`src/hdl/crsf_pkg.sv`:
```
// Shared types, constants and the CRC-8 step for the RC channel frame parser.
package crsf_pkg;

  localparam int FRAME_BYTES   = 26;
  localparam int CHANNEL_COUNT = 16;
  localparam int CHANNEL_BITS  = 11;

  // sync, length, type and crc frame the payload
  localparam int PAYLOAD_BYTES = FRAME_BYTES - 4;
  localparam int PAYLOAD_W     = PAYLOAD_BYTES * 8;
  localparam int MAX_LEN       = FRAME_BYTES - 2;
  localparam int POS_W         = $clog2(FRAME_BYTES + 1);

  localparam logic [7:0] CRC_POLY = 8'hD5;

  localparam logic [CHANNEL_BITS-1:0] RAW_LOW  = CHANNEL_BITS'(172);
  localparam logic [CHANNEL_BITS-1:0] RAW_HIGH = CHANNEL_BITS'(1811);
  localparam logic [CHANNEL_BITS-1:0] RAW_MID  = CHANNEL_BITS'(992);

  // floor(m * 1000 / 819) == (m * SCALE_RECIP) >> SCALE_SHIFT for m <= 820
  localparam logic [30:0] SCALE_RECIP = 31'd1311041000;
  localparam int          SCALE_SHIFT = 30;
  localparam logic [9:0]  SCALE_SPAN  = 10'd1000;

  localparam logic [7:0] SYNC_RESET = 8'd200;
  localparam logic [7:0] TYPE_RESET = 8'd22;

  // register select, taken from paddr[2]
  localparam logic REG_SYNC = 1'b0;
  localparam logic REG_TYPE = 1'b1;

  typedef enum logic [1:0] {
    ST_HUNT,
    ST_LEN,
    ST_BODY,
    ST_EMIT
  } state_t;

  typedef struct packed {
    logic       crc_first;
    logic       crc_update;
    logic       type_load;
    logic       payload_load;
    logic       issue;
    logic       issue_last;
    logic [3:0] issue_idx;
  } dp_cmd_t;

  typedef struct packed {
    logic adv;
    logic crc_ok;
    logic type_ok;
    logic last_taken;
  } dp_stat_t;

  function automatic logic [7:0] crc8_byte(input logic [7:0] crc, input logic [7:0] data);
    logic [7:0] c;
    c = crc ^ data;
    for (int b = 0; b < 8; b++) begin
      c = c[7] ? ((c << 1) ^ CRC_POLY) : (c << 1);
    end
    return c;
  endfunction

endpackage

```
`src/hdl/crsf_ctrl.sv`:
```
// Frame sequencer: sync hunt, length check, byte counting and channel issue.
module crsf_ctrl import crsf_pkg::*; (
  input  logic       clk,
  input  logic       rst_n,
  input  logic       in_valid,
  output logic       in_ready,
  input  logic [7:0] in_rx_byte,
  input  logic [7:0] sync_value,
  input  dp_stat_t   stat,
  output dp_cmd_t    cmd
);

  state_t           st_r, st_nxt;
  logic [POS_W-1:0] pos_r, pos_nxt;
  logic [POS_W-1:0] len_r, len_nxt;
  logic [3:0]       cnt_r, cnt_nxt;
  logic             issued_all_r, issued_all_nxt;

  logic in_acc;
  logic len_bad;
  logic frame_done;
  logic frame_good;

  assign in_ready = (st_r != ST_EMIT);
  assign in_acc   = in_valid && in_ready;
  assign len_bad  = (in_rx_byte == 8'd0) || (in_rx_byte > 8'(MAX_LEN));

  assign frame_done = in_acc && (st_r == ST_BODY) &&
                      (({1'b0, pos_r} + 1'b1) == ({1'b0, len_r} + 2'd2));
  assign frame_good = frame_done && (len_r == POS_W'(MAX_LEN)) &&
                      stat.type_ok && stat.crc_ok;

  // next state
  always_comb begin
    st_nxt = st_r;
    case (st_r)
      ST_HUNT: begin
        if (in_acc && (in_rx_byte == sync_value)) st_nxt = ST_LEN;
      end
      ST_LEN: begin
        if (in_acc) st_nxt = len_bad ? ST_HUNT : ST_BODY;
      end
      ST_BODY: begin
        if (frame_done) st_nxt = frame_good ? ST_EMIT : ST_HUNT;
      end
      ST_EMIT: begin
        if (stat.last_taken) st_nxt = ST_HUNT;
      end
      default: st_nxt = ST_HUNT;
    endcase
  end

  // datapath commands
  always_comb begin
    cmd              = '0;
    cmd.type_load    = in_acc && (st_r == ST_BODY) && (pos_r == POS_W'(2));
    cmd.crc_first    = cmd.type_load;
    cmd.crc_update   = in_acc && (st_r == ST_BODY) && (pos_r <= POS_W'(MAX_LEN));
    cmd.payload_load = in_acc && (st_r == ST_BODY) && (pos_r >= POS_W'(3)) &&
                       (pos_r <= POS_W'(MAX_LEN));
    cmd.issue        = (st_r == ST_EMIT) && !issued_all_r && stat.adv;
    cmd.issue_last   = (cnt_r == 4'(CHANNEL_COUNT - 1));
    cmd.issue_idx    = cnt_r;
  end

  // counters
  always_comb begin
    pos_nxt        = pos_r;
    len_nxt        = len_r;
    cnt_nxt        = cnt_r;
    issued_all_nxt = issued_all_r;
    if (in_acc && (st_r == ST_LEN)) begin
      len_nxt = POS_W'(in_rx_byte);
      pos_nxt = POS_W'(2);
    end
    if (in_acc && (st_r == ST_BODY)) pos_nxt = pos_r + 1'b1;
    if (frame_good) begin
      cnt_nxt        = '0;
      issued_all_nxt = 1'b0;
    end
    if (cmd.issue) begin
      cnt_nxt = cnt_r + 1'b1;
      if (cmd.issue_last) issued_all_nxt = 1'b1;
    end
  end

  always_ff @(posedge clk) begin
    if (!rst_n) begin
      st_r         <= ST_HUNT;
      pos_r        <= '0;
      len_r        <= '0;
      cnt_r        <= '0;
      issued_all_r <= 1'b0;
    end else begin
      st_r         <= st_nxt;
      pos_r        <= pos_nxt;
      len_r        <= len_nxt;
      cnt_r        <= cnt_nxt;
      issued_all_r <= issued_all_nxt;
    end
  end

  a_emit_done: assert property (@(posedge clk) disable iff (!rst_n)
    (st_r == ST_EMIT && st_nxt != ST_EMIT) |-> issued_all_r)
    else $error("left burst before all channels were issued");

  a_len_legal: assert property (@(posedge clk) disable iff (!rst_n)
    (st_r == ST_BODY) |-> (len_r != '0 && len_r <= POS_W'(MAX_LEN)))
    else $error("frame body entered with illegal length");

  a_pos_bound: assert property (@(posedge clk) disable iff (!rst_n)
    (st_r == ST_BODY) |-> (({1'b0, pos_r} + 1'b1) <= ({1'b0, len_r} + 2'd2)))
    else $error("byte count ran past frame end");

endmodule

```
`src/hdl/crsf_datapath.sv`:
```
// Frame datapath: running CRC, payload shift line and three-stage channel scaler.
module crsf_datapath import crsf_pkg::*; (
  input  logic                    clk,
  input  logic                    rst_n,
  input  dp_cmd_t                 cmd,
  output dp_stat_t                stat,
  input  logic [7:0]              rx_byte,
  input  logic [7:0]              chan_type,
  output logic                    out_valid,
  input  logic                    out_ready,
  output logic [3:0]              out_chan_index,
  output logic [10:0]             out_raw_value,
  output logic signed [10:0]      out_scaled_value,
  output logic [9:0]              out_throttle_value,
  output logic                    out_last_channel
);

  logic [7:0]           crc_r, crc_nxt;
  logic [7:0]           type_r;
  logic [PAYLOAD_W-1:0] payload_r, payload_nxt;

  logic                    s1_v_r, s2_v_r, out_v_r;
  logic [3:0]              s1_idx_r, s2_idx_r, out_idx_r;
  logic [CHANNEL_BITS-1:0] s1_raw_r, s2_raw_r, out_raw_r;
  logic                    s1_last_r, s2_last_r, out_last_r;
  logic                    s1_neg_r, s2_neg_r;
  logic [9:0]              s1_mag_r, s2_q_r;
  logic [10:0]             out_scaled_r;
  logic [9:0]              out_thr_r;

  logic                    adv;
  logic [CHANNEL_BITS-1:0] raw, clamped;
  logic                    neg;
  logic [9:0]              mag;
  logic [40:0]             prod;
  logic [9:0]              q_clip;
  logic [10:0]             scaled, thr_sum;

  // pipeline moves unless a result is waiting on the output
  assign adv = !out_v_r || out_ready;

  assign stat.adv        = adv;
  assign stat.crc_ok     = (crc_r == rx_byte);
  assign stat.type_ok    = (type_r == chan_type);
  assign stat.last_taken = out_v_r && out_ready && out_last_r;

  always_comb begin
    crc_nxt = crc_r;
    if (cmd.crc_first)       crc_nxt = crc8_byte(8'd0, rx_byte);
    else if (cmd.crc_update) crc_nxt = crc8_byte(crc_r, rx_byte);
  end

  // payload bytes enter at the top; channel 0 ends up in the low bits
  always_comb begin
    payload_nxt = payload_r;
    if (cmd.payload_load) payload_nxt = {rx_byte, payload_r[PAYLOAD_W-1:8]};
    else if (cmd.issue)   payload_nxt = payload_r >> CHANNEL_BITS;
  end

  // stage 1: clamp and split into sign and magnitude around center
  always_comb begin
    raw = payload_r[CHANNEL_BITS-1:0];
    if (raw < RAW_LOW)       clamped = RAW_LOW;
    else if (raw > RAW_HIGH) clamped = RAW_HIGH;
    else                     clamped = raw;
    neg = (clamped < RAW_MID);
    mag = neg ? 10'(RAW_MID - clamped) : 10'(clamped - RAW_MID);
  end

  // stage 2: divide by 819 through a scaled reciprocal, exact over the clamped range
  assign prod = 41'(s1_mag_r) * 41'(SCALE_RECIP);

  // stage 3: restore sign, throttle from the value clipped to the span
  always_comb begin
    scaled  = s2_neg_r ? (11'd0 - {1'b0, s2_q_r}) : {1'b0, s2_q_r};
    q_clip  = (s2_q_r > SCALE_SPAN) ? SCALE_SPAN : s2_q_r;
    thr_sum = s2_neg_r ? ({1'b0, SCALE_SPAN} - {1'b0, q_clip})
                       : ({1'b0, SCALE_SPAN} + {1'b0, q_clip});
  end

  always_ff @(posedge clk) begin
    if (!rst_n) begin
      s1_v_r  <= 1'b0;
      s2_v_r  <= 1'b0;
      out_v_r <= 1'b0;
    end else if (adv) begin
      s1_v_r  <= cmd.issue;
      s2_v_r  <= s1_v_r;
      out_v_r <= s2_v_r;
    end
  end

  always_ff @(posedge clk) begin
    crc_r     <= crc_nxt;
    payload_r <= payload_nxt;
    if (cmd.type_load) type_r <= rx_byte;
    if (adv) begin
      s1_idx_r     <= cmd.issue_idx;
      s1_raw_r     <= raw;
      s1_last_r    <= cmd.issue_last;
      s1_neg_r     <= neg;
      s1_mag_r     <= mag;
      s2_idx_r     <= s1_idx_r;
      s2_raw_r     <= s1_raw_r;
      s2_last_r    <= s1_last_r;
      s2_neg_r     <= s1_neg_r;
      s2_q_r       <= prod[SCALE_SHIFT+9:SCALE_SHIFT];
      out_idx_r    <= s2_idx_r;
      out_raw_r    <= s2_raw_r;
      out_last_r   <= s2_last_r;
      out_scaled_r <= scaled;
      out_thr_r    <= thr_sum[10:1];
    end
  end

  assign out_valid          = out_v_r;
  assign out_chan_index     = out_idx_r;
  assign out_raw_value      = out_raw_r;
  assign out_scaled_value   = $signed(out_scaled_r);
  assign out_throttle_value = out_thr_r;
  assign out_last_channel   = out_last_r;

  a_mag_range: assert property (@(posedge clk) disable iff (!rst_n)
    s1_v_r |-> (s1_mag_r <= 10'd820))
    else $error("clamped magnitude out of range");

  a_scaled_range: assert property (@(posedge clk) disable iff (!rst_n)
    out_v_r |-> ($signed(out_scaled_r) >= -11'sd1001 && $signed(out_scaled_r) <= 11'sd1000))
    else $error("scaled value out of range");

  a_thr_range: assert property (@(posedge clk) disable iff (!rst_n)
    out_v_r |-> (out_thr_r <= 10'd1000))
    else $error("throttle value out of range");

endmodule

```
`src/hdl/crsf_rc_channel_frame_parser_top.sv`:
```
// Top level: APB register file, frame sequencer and channel datapath.
// Bytes are taken one per cycle while hunting for sync and filling a frame.
// The final byte of a good channel frame (length 24, matching type, CRC-8
// 0xD5 over type and payload) starts a burst of sixteen channel beats;
// each passes a three-stage clamp/reciprocal-multiply/sign pipeline, and the
// beats leave one per cycle while out_ready is high. in_ready stays low
// after the final byte until the last beat of the burst is taken. Bad
// frames cost nothing beyond their own bytes.
// Registers: 0x0 sync byte (reset 200), 0x4 channel frame type (reset 22).
module crsf_rc_channel_frame_parser_top import crsf_pkg::*; (
  input  logic               clk,
  input  logic               rst_n,
  input  logic               in_valid,
  output logic               in_ready,
  input  logic [7:0]         in_rx_byte,
  output logic               out_valid,
  input  logic               out_ready,
  output logic [3:0]         out_chan_index,
  output logic [10:0]        out_raw_value,
  output logic signed [10:0] out_scaled_value,
  output logic [9:0]         out_throttle_value,
  output logic               out_last_channel,
  input  logic               psel,
  input  logic               penable,
  input  logic               pwrite,
  input  logic [2:0]         paddr,
  input  logic [31:0]        pwdata,
  output logic [31:0]        prdata,
  output logic               pready
);

  logic [7:0] sync_r;
  logic [7:0] type_r;
  logic       cfg_wr;
  dp_cmd_t    cmd;
  dp_stat_t   stat;

  assign pready = 1'b1;
  assign cfg_wr = psel && penable && pwrite;

  always_ff @(posedge clk) begin
    if (!rst_n) begin
      sync_r <= SYNC_RESET;
      type_r <= TYPE_RESET;
    end else if (cfg_wr) begin
      case (paddr[2])
        REG_SYNC: sync_r <= pwdata[7:0];
        REG_TYPE: type_r <= pwdata[7:0];
        default: ;
      endcase
    end
  end

  always_comb begin
    case (paddr[2])
      REG_SYNC: prdata = {24'd0, sync_r};
      REG_TYPE: prdata = {24'd0, type_r};
      default:  prdata = '0;
    endcase
  end

  crsf_ctrl u_ctrl (
    .clk        (clk),
    .rst_n      (rst_n),
    .in_valid   (in_valid),
    .in_ready   (in_ready),
    .in_rx_byte (in_rx_byte),
    .sync_value (sync_r),
    .stat       (stat),
    .cmd        (cmd)
  );

  crsf_datapath u_dp (
    .clk                (clk),
    .rst_n              (rst_n),
    .cmd                (cmd),
    .stat               (stat),
    .rx_byte            (in_rx_byte),
    .chan_type          (type_r),
    .out_valid          (out_valid),
    .out_ready          (out_ready),
    .out_chan_index     (out_chan_index),
    .out_raw_value      (out_raw_value),
    .out_scaled_value   (out_scaled_value),
    .out_throttle_value (out_throttle_value),
    .out_last_channel   (out_last_channel)
  );

endmodule
```
`config.mk`:
```
export PLATFORM = sky130hd
export DESIGN_NAME = crsf_rc_channel_frame_parser_top
export DESIGN_NICKNAME = d
export VERILOG_FILES = /design/src/hdl/crsf_pkg.sv /design/src/hdl/crsf_ctrl.sv /design/src/hdl/crsf_datapath.sv /design/src/hdl/crsf_rc_channel_frame_parser_top.sv
export SDC_FILE = /design/constraint.sdc
export NUM_CORES = 1
export LEC_CHECK = 0
export ABC_AREA = 1
export BUFFER_PORTS_ARGS = -buffer_cell sky130_fd_sc_hd__buf_2
export CORE_MARGIN = 2
export CORE_UTILIZATION = 40
export CTS_CLUSTER_SIZE = 30
export DETAILED_ROUTE_END_ITERATION = 7
export GPL_ROUTABILITY_DRIVEN = 0
export PLACE_DENSITY = 0.64
export REMOVE_ABC_BUFFERS = 1
export SKIP_CTS_REPAIR_TIMING = 1
export SLEW_MARGIN = 20
export SYNTH_ARGS = -nofsm -noshare
export SYNTH_HDL_FRONTEND = slang
export SYNTH_SLANG_ARGS = --single-unit
```
`constraint.sdc`:
```
create_clock -name clk -period 8.3 [get_ports clk]
set_input_delay 2.075 -clock clk [delete_from_list [all_inputs] [get_ports clk]]
set_output_delay 2.075 -clock clk [all_outputs]
set_load 0.02 [all_outputs]
```
# Yosys cells after proc, flatten, opt, wreduce, memory -nomap -nowiden
# Index checks and enable logic that the tools add are counted.
[word_totals]
regBits = 319
input_bits = 50
output_inout_bits = 72
wordCells = 151
[op_classes]
n_addsub = 9
mul = 1
order_cmp = 7
n_eq_ne = 15
muxes = 41
bitwise = 18
n_reduce_logical = 31
[op_table]
columns = ["cell", "count"]
rows = [
  ["$mux W176", 2],
  ["$mux W8", 18],
  ["$not A5 Y5", 16],
  ["$pmux W32 S2", 1],
  ["$mul A10 B28 Y37 const B", 1],
  ["$mux W11", 3],
  ["$mux W10", 3],
  ["$eq A8 B8 Y1", 3],
  ["$logic_and A1 B1 Y1", 18],
  ["$mux W2", 6],
  ["$add A10 B10 Y11 const A", 1],
  ["$gt A11 B11 Y1 const B", 1],
  ["$lt A11 B10 Y1 const B", 1],
  ["$lt A11 B8 Y1 const B", 1],
  ["$sub A1 B10 Y11 const A", 1],
  ["$sub A10 B10 Y11 const A", 1],
  ["$gt A10 B10 Y1 const B", 1],
  ["$mux W5", 2],
  ["$sub A10 B10 Y10 const A", 1],
  ["$sub A10 B10 Y10 const B", 1],
  ["$gt A8 B5 Y1 const B", 1],
  ["$logic_not A8 Y1", 1],
  ["$mux W4", 2],
  ["$pmux W2 S4", 1],
  ["other kinds (23)", 35],
]

# Depth between registers and ports, before layout
[depth]
ltp_word = 19
ltp_mapped = 21
depth_no_buf = 21

# Hierarchy
# A second synthesis with hierarchy kept.
[hier_totals]
cells_unflattened = 2018
hier_area_um2 = 19124.6
[by_module_without_submodules]
columns = ["module", "instances", "cells_each", "area_each_um2", "seq_area_each_um2"]
rows = [
  ["crsf_datapath", 1, 1661, 16846.2, 8558.2],
  ["crsf_ctrl", 1, 209, 1278.7, 340.3],
  ["crsf_rc_channel_frame_parser_top", 1, 148, 999.7, 320.3],
]

# Worst setup path after synthesis
# Ideal clock, no wire load.
[synth_timing]
path_type = "input -> register"
start = "input in_valid"
end = "register u_dp.payload_r[0], enable pin"
setup_time_ns = 0.543
arrival_time_ns = 6.731
required_time_ns = 7.757
slack_ns = 1.026
stages = 6
n_path_buf = 2
path_cell_list = "nand2_2 > nor2_2 > o21ai_2 > buf_2 > buf_2 > nand2_1"
[synth_via]
elab_chain_cells = 5
[synth_lines]
columns = ["item", "line_no", "rtl"]
rows = [
  ["start, declared", "crsf_rc_channel_frame_parser_top.sv:13", "input logic in_valid,"],
  ["$logic_and A1 B1 Y1", "crsf_ctrl.sv:25", "assign in_acc = in_valid && in_ready;"],
  ["$logic_and A1 B1 Y1 (3 in a row)", "crsf_ctrl.sv:59", "cmd.payload_load = in_acc && (st_r == ST_BODY) && (pos_r >= POS_W'(3)) &&"],
  ["$reduce_bool A2 Y1 (no source line)", "-", ""],
  ["end signal, assigned", "crsf_datapath.sv:95", "payload_r <= payload_nxt;"],
  ["end, declared", "crsf_datapath.sv:20", "logic [PAYLOAD_W-1:0] payload_r, payload_nxt;"],
]
# No other way between the ends.
# A chain may end at the register's enable or synchronous reset.

# Final worst setup path
[layout_timing]
start = "register u_dp.s1_mag_r[8]"
end = "register u_dp.s2_q_r[0] (data pin)"
[layout_via]
elab_chain_cells = 1
[layout_lines]
columns = ["item", "line_no", "rtl"]
rows = [
  ["start, declared", "crsf_datapath.sv:27", "logic [9:0] s1_mag_r, s2_q_r;"],
  ["start signal, assigned", "crsf_datapath.sv:102", "s1_mag_r <= mag;"],
  ["$mul A10 B28 Y37", "crsf_datapath.sv:71", "assign prod = 41'(s1_mag_r) * 41'(SCALE_RECIP);"],
  ["net u_dp.prod[30]", "crsf_datapath.sv:35", "logic [40:0] prod;"],
  ["end signal, assigned", "crsf_datapath.sv:107", "s2_q_r <= prod[SCALE_SHIFT+9:SCALE_SHIFT];"],
  ["end, declared", "crsf_datapath.sv:27", ""],
]
# The timed path passes the listed nets, and every way through them passes these cells.

==> impl_metrics.py <==
metrics = {
    "worst_setup_path": {
        "criticalPathCategory": "reg -> reg",
        "cp_max_fo": 11,
        "setup.worst_path.end_class": "flip-flop",
        "r2r-end": "u_dp.s2_q_r[0]$_DFFE_PN_",
        "r2r_cells": 19,
        "worstPathRequired_ns": 8.56,
        "path_cells": "fa_1 -> inv_1 -> fa_1 -> fa_1 -> inv_1 -> fa_1 -> inv_1 -> fa_1 -> inv_1 -> ha_1 -> nand2_1 -> nor2_1 -> nand4_1 -> o21ai_0 -> nand2_1 -> nand2_1 -> nand2_1 -> nand3_1 -> nand2_1",
        "critPathLaunchType": "flip-flop",
        "cpMaxStageDelayCell": "fa_1",
        "r2r_slack_ns": 2.88,
        "cp.arrival_ns": 5.67,
        "cpPeakStageDelay_ns": 0.67,
        "reg2reg_from": "u_dp.s1_mag_r[8]$_DFFE_PN_",
    },
    "timing": {
        "hold_violations": 0,
        "fmax_mhz": 185,
        "fin_ws_ns": 2.88,
        "period_needed_ns": 5.42,
        "tns_ns": 0,
        "setup_viol": 0,
        "rsz0062_at_grt": "false",
        "slew_headroom": 0.270,
        "finalMaxSlewViolations": 0,
        "finalCritPeriodShare": 0.653,
        "tightest_slew_ns": 1.09,
        "worst_hold_slack_ns": 0.410,
        "finClkSkew_ns": 0.0123,
    },
    "synthesis": {
        "synth_edf_count": 283,
        "synth-xor-area-share": 0.0264,
        "synthMuxAreaShare": 0.00176,
        "synth_area_sq_mm": 0.0192,
        "synth_compound_area_frac": 0.0968,
        "yosysSeqAreaShare": 0.481,
        "synth_cells": 2060,
        "ys_warn_count": 0,
        "ys_types": 51,
        "ys.flop_type": "edfxtp_1",
        "async_flop_share": 0,
        "ys_ff_latch": 319,
        "avgSynthCellArea_sq_um": 9.31,
        "synth_top_family_by_area": "simple AND/OR/NAND/NOR gates",
        "synth-simple-area-share": 0.155,
        "synth_adder_area_share": 0.149,
    },
    "finish": {
        "antenna_cells": 0,
        "mostFrequentLayoutCell": "nand2_1",
        "nets": 2357,
        "layout_common_cells": "399 x nand2_1, 323 x inv_1, 283 x edfxtp_1, 188 x nor2_1, 160 x a21oi_1",
        "drive_above_1_share": 0.0828,
        "fill_cells": 4501,
        "final_cell_area_sq_mm": 0.0211,
        "area_delta_synth_final_pct": 9.96,
    },
    "clock_tree": {
        "clock_sinks": 319,
        "numCtsBuffers": 34,
        "clock_path_buffers": 3,
        "clkLatencyLatePin_ns": 0.51,
        "cts_tree": "yes",
        "clockRootBuffer": "clkbuf_16",
        "path_clk_slew_ns": 0.06,
        "htreeDepth": 2,
    },
    "pwr": {
        "clkPwrFrac": 0.214,
        "switching_share": 0.416,
        "p_comb_frac": 0.491,
        "intPower_w": 0.00406,
        "switching_power_w": 0.00290,
        "vdd_ir_drop_max_v": 0.000232,
        "power.density_mw_per_mm2": 330,
        "seqPwrFrac": 0.296,
        "leakage_nw": 9.57,
    },
    "run_status": {
        "status": "finished clean",
    },
    "min_path": {
        "min-delay-start": "u_dp.s1_raw_r[4]$_DFFE_PN_",
        "worstHoldEndpoint": "u_dp.s2_raw_r[4]$_DFFE_PN_",
        "holdPathStages": 0,
        "hold_class": "reg -> reg",
    },
    "placement": {
        "io_buffers": 70,
        "place_ws_ns": 2.96,
        "dp_hpwl_mm": 27.9,
        "placed_area_sq_mm": 0.0200,
    },
    "routing": {
        "wl_per_cell_um": 13.8,
        "drt-initial-drc-count": 1127,
        "wirelength_mm": 38.1,
        "drc_errors": 0,
        "ant_nets": 0,
        "vias": 13500,
        "drt-vias-per-instance": 4.90,
        "first_pass_iters": 6,
    },
    "floorplanning": {
        "dieHeight_um": 223,
        "die-area_sq_mm": 0.0497,
        "die_x_um": 223,
        "rows": 80,
        "core-area_sq_mm": 0.0475,
        "io_pins": 122,
        "initial_core_util": 0.403,
    },
    "global_routing": {
        "grt_pass1_wl_mm": 63.4,
        "grt-ovfl-total": 0,
        "first_global_vias": 13200,
        "grt_max_degree": 264,
        "track_usage": 0.153,
        "antenna_found_initial": 0,
    },
    "run": {
        "drv_cap": 0,
    },
}
==> cells in the mapped netlist, types with 13 or more instances <==
cell | instances | area share
ha_1 | 127 | 0.083
nand3_1 | 68 | 0.018
nand2_2 | 14 | 0.0046
xnor2_1 | 15 | 0.0069
xor2_1 | 36 | 0.016
buf_4 | 26 | 0.010
nor2_1 | 188 | 0.037
o21ai_0 | 78 | 0.020
dfxtp_1 | 36 | 0.038
nor3_1 | 15 | 0.0039
edfxtp_1 | 283 | 0.44
nand4_1 | 13 | 0.0042
o21ai_1 | 82 | 0.021
nand2_1 | 400 | 0.078
a21oi_1 | 160 | 0.042
fa_1 | 63 | 0.066
inv_1 | 324 | 0.063
buf_2 | 36 | 0.0094
==> worst max-delay path: cells and delay by family, from the launching register on <==
| family | cells | cell delay [ns] |
|---|---|---|
| adders and majority gates | 6 | 3.08 |
| and+or+nand+nor | 8 | 0.87 |
| DFF | 1 | 0.66 |
| buffers and inverters | 4 | 0.28 |
| AOI/OAI and AO/OA | 1 | 0.27 |
==> state kept, by name, summed over array words and instances, names as in the netlist, 2 cells and up <==
| signal | cells |
|---|---|
| type_r | 8 |
| u_dp.type_r | 8 |
| sync_r | 8 |
| u_dp.out_throttle_value | 10 |
| u_dp.s1_idx_r | 4 |
| u_dp.s2_q_r | 10 |
| u_dp.payload_r | 176 |
| u_dp.s2_raw_r | 11 |
| u_dp.s1_raw_r | 11 |
| u_dp.out_scaled_value | 11 |
| u_ctrl.pos_r | 5 |
| u_dp.s1_mag_r | 10 |
| u_ctrl.len_r | 5 |
| u_dp.out_chan_index | 4 |
| u_ctrl.st_r | 2 |
| u_dp.s2_idx_r | 4 |
| u_dp.crc_r | 8 |
| u_dp.out_raw_value | 11 |
| u_ctrl.cnt_r | 4 |
==> power groups by stage <==
stage	Combinational (W)	Sequential, W	Clock, W
3_5_place_dp	0.00336	0.00209	0
5_1_grt	0.00391	0.00207	0.00159
3_3_place_gp	0.00331	0.00208	0
4_1_cts	0.00339	0.00206	0.00152
6_report	0.00342	0.00206	0.00149
2_1_floorplan	0.00245	0.00214	0
==> kinds of logic after synthesis <==
family	after synthesis
and+or+nand+nor	722
buffers and inverters	416
AOI/OAI and AO/OA	354
DFF	319
adders and majority gates	190
xor gates and xnor gates	54
muxes	3
other	2
==> worst max-delay path by stage <==
stage	startpoint	end	slack, ns	cells after the start
2_1_floorplan	u_ctrl.pos_r[0]$_SDFFE_PN0P_	u_dp.payload_r[0]$_DFFE_PP_	-8.13	5
3_3_place_gp	u_dp.s1_mag_r[8]$_DFFE_PN_	u_dp.s2_q_r[5]$_DFFE_PN_	2.98	19
3_5_place_dp	u_dp.s1_mag_r[8]$_DFFE_PN_	u_dp.s2_q_r[0]$_DFFE_PN_	2.96	19
4_1_cts	u_dp.s1_mag_r[8]$_DFFE_PN_	u_dp.s2_q_r[0]$_DFFE_PN_	2.94	19
5_1_grt	u_dp.s1_mag_r[8]$_DFFE_PN_	u_dp.s2_q_r[0]$_DFFE_PN_	2.64	19
6_report	u_dp.s1_mag_r[8]$_DFFE_PN_	u_dp.s2_q_r[0]$_DFFE_PN_	2.88	19
==> layer usage <==
layer	global-route usage	share of wire	vias to the layer above
met5	0	0	-
met4	0.0403	0.020	0
met3	0.0257	0.048	64
met2	0.263	0.48	290
met1	0.201	0.45	6320
li1	-	-	6829
==> through the flow <==
stage / util / power, W / instances
3_3_place_gp: 0.421 / 0.00540 / 2696
2_1_floorplan: - / 0.00459 / 2006
6_report: 0.444 / 0.00696 / 2753
4_1_cts: 0.444 / 0.00697 / 2753
5_1_grt: 0.444 / 0.00757 / 2753
3_5_place_dp: 0.421 / 0.00544 / 2696
==> final cells by class <==
cell class | instances | area [sq um] | share of cell area
clock buffer | 39 | 880 | 0.0417
clock inverter | 18 | 203 | 0.00961
inverter | 339 | 1280 | 0.0606
multi-input combinational | 1348 | 8330 | 0.395
sequential | 319 | 9220 | 0.437
tap | 615 | 769 | 0.0365
timing repair buffer | 75 | 413 | 0.0196
Power figures use the tool's default switching activity.
